File: src/hdl/pap_pkg.sv
// Package with the payload types and constants of the polygon area and perimeter block.
package pap_pkg;

	localparam int VX_BITS         = 24;
	localparam int AREA_BITS       = 63;
	localparam int PERIM_BITS      = 63;
	localparam int TOTAL_BITS      = 16;
	localparam int SUM_BITS        = 64;

	localparam int DEF_COORD_BITS  = 24;
	localparam int DEF_COUNT_BITS  = 16;
	localparam int DEF_FRAC_BITS   = 4;

	typedef struct packed {
		logic signed [VX_BITS-1:0] vx;
		logic signed [VX_BITS-1:0] vy;
		logic                      last_vertex;
	} vertex_t;

	typedef struct packed {
		logic [AREA_BITS-1:0]  twice_area;
		logic [PERIM_BITS-1:0] perimeter_fixed;
		logic [TOTAL_BITS-1:0] vertex_total;
		logic                  shape_valid;
	} result_t;

endpackage

File: src/hdl/polygon_area_perimeter.sv
// Top level of the shoelace polygon area and perimeter block.
// This block takes the vertices of one closed polygon, one request per vertex, with
// last_vertex set on the final one, and returns one result request per polygon: twice
// the absolute shoelace area, the perimeter with FRAC_BITS fraction bits, the vertex
// count and a flag that is set for three or more vertices with nonzero area. A polygon
// with fewer than three vertices reports zero area and zero perimeter. Coordinates use
// the low COORD_BITS bits of vx and vy, sign-extended. The area and perimeter sums and
// the vertex count saturate. The first vertex of a polygon only records its coordinates.
// Every later vertex adds one edge, and the block takes no further vertex until that
// edge is done: four products on one shared signed multiplier for the cross product
// and the squared deltas, a step to form the radicand, COORD_BITS + FRAC_BITS + 1
// steps of a shared two-bits-per-step square root, and a step to add the edge length.
// The final vertex runs that sequence twice, the second time for the edge that closes
// the polygon, and then hands the result to the output register, which may hold it
// while the next polygon is already being received.
module polygon_area_perimeter
	import pap_pkg::*;
#(
	parameter int COORD_BITS = DEF_COORD_BITS,
	parameter int COUNT_BITS = DEF_COUNT_BITS,
	parameter int FRAC_BITS  = DEF_FRAC_BITS
) (
	input  logic    clk,
	input  logic    arst_n,
	input  logic    vertex_valid,
	output logic    vertex_ready,
	input  vertex_t vertex,
	output logic    result_valid,
	input  logic    result_ready,
	output result_t result
);

	// Derived widths. A product of two deltas needs 2*COORD_BITS+2 bits signed, a shoelace
	// term 2*COORD_BITS+1 bits signed, and the sum of two squares 2*COORD_BITS+1 bits.
	localparam int DW         = COORD_BITS + 1;
	localparam int MUL_W      = 2 * COORD_BITS + 2;
	localparam int TERM_W     = 2 * COORD_BITS + 1;
	localparam int SUMSQ_W    = 2 * COORD_BITS + 1;
	localparam int SQ_BITS    = SUMSQ_W + 2 * FRAC_BITS;
	localparam int ROOT_BITS  = (SQ_BITS + 1) / 2;

	localparam logic signed [SUM_BITS:0] CROSS_MAX = {2'b00, {(SUM_BITS-1){1'b1}}};
	localparam logic signed [SUM_BITS:0] CROSS_MIN = -CROSS_MAX;
	localparam logic [SQ_BITS-1:0]       BIT_START = {1'b1, {(SQ_BITS-1){1'b0}}};
	localparam logic [SQ_BITS-1:0]       BIT_LAST  = {{(SQ_BITS-1){1'b0}}, 1'b1};
	localparam logic [COUNT_BITS-1:0]    COUNT_MAX = {COUNT_BITS{1'b1}};
	localparam logic [COUNT_BITS-1:0]    COUNT_MIN_SHAPE = COUNT_BITS'(3);

	// Sequencer state codes.
	localparam logic [3:0] ST_IDLE = 4'd0;
	localparam logic [3:0] ST_M0   = 4'd1;
	localparam logic [3:0] ST_M1   = 4'd2;
	localparam logic [3:0] ST_M2   = 4'd3;
	localparam logic [3:0] ST_M3   = 4'd4;
	localparam logic [3:0] ST_M4   = 4'd5;
	localparam logic [3:0] ST_SQRT = 4'd6;
	localparam logic [3:0] ST_LEN  = 4'd7;
	localparam logic [3:0] ST_DONE = 4'd8;

	logic [3:0]                  state_q;
	logic [COUNT_BITS-1:0]       count_q;
	logic                        last_q;
	logic                        close_q;
	logic                        result_valid_q;
	logic signed [SUM_BITS-1:0]  cross_q;
	logic [PERIM_BITS-1:0]       length_q;

	logic signed [COORD_BITS-1:0] first_x_q, first_y_q, prev_x_q, prev_y_q;
	logic signed [COORD_BITS-1:0] ea_x_q, ea_y_q, eb_x_q, eb_y_q;
	logic signed [DW-1:0]         dx_q, dy_q;
	logic signed [MUL_W-1:0]      mul_q;
	logic signed [TERM_W-1:0]     term_q;
	logic [SUMSQ_W-1:0]           sq_q;
	logic [SQ_BITS-1:0]           n_q, res_q, bit_q;
	result_t                      result_q;

	logic signed [COORD_BITS-1:0] in_x, in_y;
	logic                         accept;
	logic                         out_free;
	logic signed [DW-1:0]         mul_a, mul_b;
	logic [SUMSQ_W-1:0]           sq_total;
	logic [SQ_BITS:0]             trial;
	logic                         take;
	logic signed [SUM_BITS:0]     cross_wide;
	logic [SUM_BITS-1:0]          length_wide;
	logic [SUM_BITS-1:0]          cross_abs;
	logic                         few;
	result_t                      result_d;

	assign in_x     = vertex.vx[COORD_BITS-1:0];
	assign in_y     = vertex.vy[COORD_BITS-1:0];
	assign vertex_ready = (state_q == ST_IDLE);
	assign accept   = vertex_valid && vertex_ready;
	assign out_free = !result_valid_q || result_ready;
	assign result_valid = result_valid_q;
	assign result   = result_q;

	// The one multiplier is shared by both cross products and both squared deltas.
	always_comb begin
		unique case (state_q)
			ST_M0: begin
				mul_a = {ea_x_q[COORD_BITS-1], ea_x_q};
				mul_b = {eb_y_q[COORD_BITS-1], eb_y_q};
			end
			ST_M1: begin
				mul_a = {eb_x_q[COORD_BITS-1], eb_x_q};
				mul_b = {ea_y_q[COORD_BITS-1], ea_y_q};
			end
			ST_M2: begin
				mul_a = dx_q;
				mul_b = dx_q;
			end
			ST_M3: begin
				mul_a = dy_q;
				mul_b = dy_q;
			end
			default: begin
				mul_a = '0;
				mul_b = '0;
			end
		endcase
	end

	// Squares are never negative and stay below 2^(2*COORD_BITS).
	assign sq_total = sq_q + SUMSQ_W'(mul_q[2*COORD_BITS-1:0]);

	// One step of the digit-by-digit square root.
	assign trial = {1'b0, res_q} + {1'b0, bit_q};
	assign take  = ({1'b0, n_q} >= trial);

	// Saturating accumulators. The cross sum stays within plus and minus 2^63-1.
	assign cross_wide  = $signed({cross_q[SUM_BITS-1], cross_q}) + (SUM_BITS+1)'(term_q);
	assign length_wide = {1'b0, length_q} + SUM_BITS'(res_q[ROOT_BITS-1:0]);

	// Result fields. Fewer than three vertices report zero area and perimeter.
	assign cross_abs = cross_q[SUM_BITS-1] ? SUM_BITS'(-cross_q) : SUM_BITS'(cross_q);
	assign few       = (count_q < COUNT_MIN_SHAPE);

	always_comb begin
		result_d.twice_area      = few ? '0 : cross_abs[AREA_BITS-1:0];
		result_d.perimeter_fixed = few ? '0 : length_q;
		result_d.vertex_total    = TOTAL_BITS'(count_q);
		result_d.shape_valid     = !few && (cross_abs[AREA_BITS-1:0] != '0);
	end

	// Control state and accumulators.
	always_ff @(posedge clk or negedge arst_n) begin
		if (!arst_n) begin
			state_q        <= ST_IDLE;
			count_q        <= '0;
			last_q         <= 1'b0;
			close_q        <= 1'b0;
			result_valid_q <= 1'b0;
			cross_q        <= '0;
			length_q       <= '0;
		end else begin
			// The output register fills when a finished polygon finds it free, and it
			// stays full until the receiver takes the request.
			result_valid_q <= (state_q == ST_DONE && out_free) ||
				(result_valid_q && !result_ready);
			unique case (state_q)
				ST_IDLE: begin
					if (accept) begin
						if (count_q != COUNT_MAX) begin
							count_q <= count_q + COUNT_BITS'(1);
						end
						last_q <= vertex.last_vertex;
						if (count_q == '0) begin
							close_q <= 1'b0;
							state_q <= vertex.last_vertex ? ST_DONE : ST_IDLE;
						end else begin
							// The closing edge follows the edge from the previous vertex.
							close_q <= vertex.last_vertex;
							state_q <= ST_M0;
						end
					end
				end
				ST_M0: state_q <= ST_M1;
				ST_M1: state_q <= ST_M2;
				ST_M2: state_q <= ST_M3;
				ST_M3: begin
					if (cross_wide > CROSS_MAX) begin
						cross_q <= SUM_BITS'(CROSS_MAX);
					end else if (cross_wide < CROSS_MIN) begin
						cross_q <= SUM_BITS'(CROSS_MIN);
					end else begin
						cross_q <= SUM_BITS'(cross_wide);
					end
					state_q <= ST_M4;
				end
				ST_M4: state_q <= ST_SQRT;
				ST_SQRT: begin
					if (bit_q == BIT_LAST) begin
						state_q <= ST_LEN;
					end
				end
				ST_LEN: begin
					if (length_wide[SUM_BITS-1]) begin
						length_q <= '1;
					end else begin
						length_q <= length_wide[PERIM_BITS-1:0];
					end
					if (close_q) begin
						close_q <= 1'b0;
						state_q <= ST_M0;
					end else if (last_q) begin
						state_q <= ST_DONE;
					end else begin
						state_q <= ST_IDLE;
					end
				end
				ST_DONE: begin
					if (out_free) begin
						count_q        <= '0;
						cross_q        <= '0;
						length_q       <= '0;
						last_q         <= 1'b0;
						state_q        <= ST_IDLE;
					end
				end
				default: state_q <= ST_IDLE;
			endcase
		end
	end

	// Datapath registers.
	always_ff @(posedge clk) begin
		unique case (state_q)
			ST_IDLE: begin
				if (accept) begin
					if (count_q == '0) begin
						first_x_q <= in_x;
						first_y_q <= in_y;
					end
					ea_x_q   <= prev_x_q;
					ea_y_q   <= prev_y_q;
					eb_x_q   <= in_x;
					eb_y_q   <= in_y;
					prev_x_q <= in_x;
					prev_y_q <= in_y;
				end
			end
			ST_M0: begin
				mul_q <= mul_a * mul_b;
				dx_q  <= {eb_x_q[COORD_BITS-1], eb_x_q} - {ea_x_q[COORD_BITS-1], ea_x_q};
				dy_q  <= {eb_y_q[COORD_BITS-1], eb_y_q} - {ea_y_q[COORD_BITS-1], ea_y_q};
			end
			ST_M1: begin
				mul_q  <= mul_a * mul_b;
				term_q <= TERM_W'(mul_q);
			end
			ST_M2: begin
				mul_q  <= mul_a * mul_b;
				term_q <= term_q - TERM_W'(mul_q);
			end
			ST_M3: begin
				mul_q <= mul_a * mul_b;
				sq_q  <= SUMSQ_W'(mul_q[2*COORD_BITS-1:0]);
			end
			ST_M4: begin
				n_q   <= SQ_BITS'(sq_total) << (2 * FRAC_BITS);
				res_q <= '0;
				bit_q <= BIT_START;
			end
			ST_SQRT: begin
				if (take) begin
					n_q   <= n_q - trial[SQ_BITS-1:0];
					res_q <= (res_q >> 1) + bit_q;
				end else begin
					res_q <= res_q >> 1;
				end
				bit_q <= bit_q >> 2;
			end
			ST_LEN: begin
				if (close_q) begin
					ea_x_q <= prev_x_q;
					ea_y_q <= prev_y_q;
					eb_x_q <= first_x_q;
					eb_y_q <= first_y_q;
				end
			end
			ST_DONE: begin
				if (out_free) begin
					result_q <= result_d;
				end
			end
			default: begin
			end
		endcase
	end

endmodule

File: config.mk
export PLATFORM = sky130hd
export DESIGN_NAME = polygon_area_perimeter
export DESIGN_NICKNAME = d
export VERILOG_FILES = /design/src/hdl/pap_pkg.sv /design/src/hdl/polygon_area_perimeter.sv
export SDC_FILE = /design/constraint.sdc
export NUM_CORES = 2
export LEC_CHECK = 0
export ABC_AREA = 1
export BUFFER_PORTS_ARGS = -buffer_cell sky130_fd_sc_hd__clkbuf_2
export CAP_MARGIN = 20
export CORE_UTILIZATION = 60
export DETAILED_ROUTE_END_ITERATION = 7
export PLACE_DENSITY_LB_ADDON = 0.15
export SYNTH_ARGS = -nofsm -noshare
export SYNTH_HDL_FRONTEND = slang
export SYNTH_SLANG_ARGS = --single-unit
File: constraint.sdc
create_clock -name clk -period 11.9 [get_ports clk]
set_input_delay 1.19 -clock clk [delete_from_list [all_inputs] [get_ports clk]]
set_output_delay 1.19 -clock clk [all_outputs]
set_load 0.005 [all_outputs]
==> flow_metrics.py <==
metrics = {
    "detailed_routing": {
        "remaining_drc_errors": 52,
        "viasPerCell": 5.746,
        "drt_pass1_iterations": 8,
        "vias": 71204,
        "drt_wl_total_um": 257100,
        "drt-initial-drc-count": 7616,
        "wl_per_cell_um": 20.74,
        "detail-route-antenna-nets": 0,
    },
    "clock_tree": {
        "clk_pin_slew_ns": 0.06,
        "root_buffer": "clkbuf_16",
        "clockBufferDepth": 3,
        "insertion_delay_ns": 0.77,
        "holdBufCountCts": 0,
        "htree_levels": 3,
        "numCtsBuffers": 92,
        "cts_setup_buffers": 0,
        "cts_resized": 0,
        "cts_tree": "done",
        "cts_num_sinks": 824,
    },
    "place": {
        "port_buffers": 197,
        "hpwl_um": 205500,
        "dp.cells": 12212,
        "gp_congestion": 1.027,
    },
    "worst_setup_path": {
        "cp.required_ns": 12.32,
        "r2r_cells": 32,
        "cp.arrival_ns": 10.38,
        "r2r_end": "mul_q[46]$_DFFE_PN_",
        "crit_top_cell": "fa_1",
        "crit_path_max_incr_delay_ns": 0.91,
        "start_kind": "flip-flop",
        "cp_max_fo": 31,
        "slowest_stage": "clkinv_1",
        "endpoint_kind": "flip-flop",
        "rrSetupSlack_ns": 1.94,
        "worstReg2RegStart": "state_q[0]$_DFFE_PN0P_",
        "path_class": "flip-flop to flip-flop",
    },
    "sta": {
        "relSlewSlack": 0.3074,
        "max_slew.worst_pin.slew_ns": 1.039,
        "fin_tns_setup_ns": 0,
        "rsz0062_at_grt": "no",
        "whs_ns": 0.3942,
        "fin_skew_ns": 0.09244,
        "slew_viol_final": 0,
        "setup_viol": 0,
        "final.min_clock_period_ns": 9.958,
        "hold_viol": 0,
        "fin_crit_sh": 0.8368,
        "fmax_ghz": 0.1004,
    },
    "floorplan": {
        "chipHeight_um": 369.1,
        "core_mm2": 0.1336,
        "die_area_mm2": 0.1362,
        "ioPinCount": 198,
        "rows": 134,
        "fp.dieW_um": 369.1,
        "start_util": 0.6050,
    },
    "logic_synthesis": {
        "synth-edff-count": 674,
        "yosysTopAreaCellShare": 0.2503,
        "syn-cell-area_mm2": 0.08085,
        "synth_top_area_cell": "edfxtp_1",
        "synth_cell_types": 64,
        "synthCells": 10384,
        "yosysSeqAreaShare": 0.2968,
        "synth_area_leaders": "edfxtp_1, fa_1, nand2_1, inv_1, ha_1",
        "synth_ff_type": "edfxtp_1",
        "avgSynthCellArea_um2": 7.786,
        "syn_nets": 11589,
        "async_reset_ff_frac": 0.1820,
        "yosysWarnings": 0,
        "yosys_register_bits": 824,
    },
    "worst_hold_path": {
        "min-delay-path-class": "flip-flop to flip-flop",
        "min_from": "prev_x_q[17]$_DFFE_PP_",
        "hold_depth": 0,
        "hold_path_end": "ea_x_q[17]$_DFFE_PP_",
    },
    "finish": {
        "num-fill-cells": 11389,
        "area_delta_synth_final_pct": 7.938,
        "drive_gt1_frac": 0.05028,
        "stdcell_count": 12393,
        "final_nets": 11746,
    },
    "grt": {
        "grt_pass1_wl_um": 395800,
        "grt_pass1_vias": 70535,
        "grt-ovfl-total": 0,
        "antenna_found_initial": 5,
        "grt_use_total": 0.3774,
        "grt_start_max_net_pins": 83,
    },
    "job": {
        "maxCapViolations": 0,
    },
    "status": {
        "status": "finished with violations",
        "violations": "DRC",
    },
}
## cells in the mapped netlist (29+ instances only)
master / instances
nand2_1: 2466
inv_1: 1972
nor2_1: 1193
edfxtp_1: 674
fa_1: 657
a21oi_1: 584
o21ai_0: 578
ha_1: 495
nand3_1: 312
xor2_1: 226
clkbuf_1: 171
dfrtp_1: 150
xnor2_1: 145
nand4_1: 97
nor3_1: 78
a31oi_1: 76
nand3b_1: 58
nor4_1: 58
o21a_1: 30
o211ai_1: 29
## cells in the final DEF (no fill, tap or decap), types with 9 or more instances in the layout
cell type / count
a21boi_0: 9
a21o_1: 27
a21oi_1: 583
a22o_1: 25
a31oi_1: 76
buf_4: 72
bufinv_16: 13
clkbuf_1: 14
clkbuf_16: 92
clkbuf_2: 196
clkinv_1: 24
clkinv_2: 12
clkinvlp_4: 9
dfrtp_1: 150
edfxtp_1: 674
fa_1: 657
ha_1: 495
inv_1: 1970
nand2_1: 2463
nand2_2: 12
nand3_1: 312
nand3_2: 16
nand3b_1: 58
nand4_1: 97
nor2_1: 1179
nor2_2: 22
nor3_1: 78
nor4_1: 57
o211ai_1: 29
o21a_1: 30
o21ai_0: 576
o21ai_1: 28
o21bai_1: 15
o221ai_1: 14
o22ai_1: 9
o31ai_1: 18
or2_2: 28
xnor2_1: 145
xor2_1: 226
## registers in the layout (all words and copies together) (netlist names), 25 cells and up
| name | count |
|---|---|
| bit_q | 29 |
| dx_q | 25 |
| term_q | 49 |
| sq_q | 48 |
| result | 143 |
| dy_q | 25 |
| cross_q | 64 |
| res_q | 57 |
| mul_q | 49 |
| n_q | 57 |
| length_q | 63 |
## layer usage
metal | share of wire | vias up | track usage
met5 | 0.000051 | - | 0
met4 | 0.061 | 2 | 0.1894
met3 | 0.082 | 729 | 0.06350
met2 | 0.47 | 3411 | 0.6330
met1 | 0.38 | 33682 | 0.4710
li1 | - | 33380 | -
## worst max-delay path, delay by kind of cell, from the launching register on
kind            cells  cell delay [ns]
compound gates      4             0.83
xor+xnor            1             0.09
fa+ha+maj           8             4.09
buf+inv             8             1.93
flops               1             0.40
simple gates       11             2.23
## how the worst max path moves through the flow
stage	from	endpoint	slack, ns	cells past startpoint
floorplan	result_ready	cross_q[43]$_DFFE_PN0P_	1.77	8
global placement	state_q[0]$_DFFE_PN0P_	mul_q[46]$_DFFE_PN_	2.46	35
detailed placement	state_q[0]$_DFFE_PN0P_	mul_q[46]$_DFFE_PN_	2.15	35
CTS	state_q[0]$_DFFE_PN0P_	mul_q[46]$_DFFE_PN_	2.08	35
global route	state_q[0]$_DFFE_PN0P_	mul_q[46]$_DFFE_PN_	1.39	35
finish	state_q[0]$_DFFE_PN0P_	mul_q[46]$_DFFE_PN_	1.94	32
## logic make-up after synthesis
kind of cell	synth area share
simple gates	0.2195
flops	0.2968
compound gates	0.1009
fa+ha+maj	0.2393
xor+xnor	0.04019
mux	0.0001238
buf+inv	0.1032
## metrics by stage
stage	util	cell area, µm²	setup slack [ns]
after detailed placement	0.6278	83890	2.154
after CTS	0.6523	87170	2.076
after floorplan	-	80850	1.765
after global routing	0.6530	87260	1.393
after global placement	0.6276	83860	2.461
final	0.6530	87260	1.942
## cell type report
class / count / area [µm²] / share of cell area
Timing Repair Buffer: 273 / 1643 / 0.01883
Clock inverter: 60 / 817.0 / 0.009363
Multi-Input combinational cell: 7360 / 48650 / 0.5575
Tap cell: 1768 / 2212 / 0.02535
Clock buffer: 114 / 2465 / 0.02825
Antenna cell: 4 / 10.01 / 0.0001147
Sequential cell: 824 / 23990 / 0.2750
Inverter: 1990 / 7472 / 0.08563
Power is not shown: default switching activity piles up to over one toggle a cycle in this logic, so the estimate is an artifact.
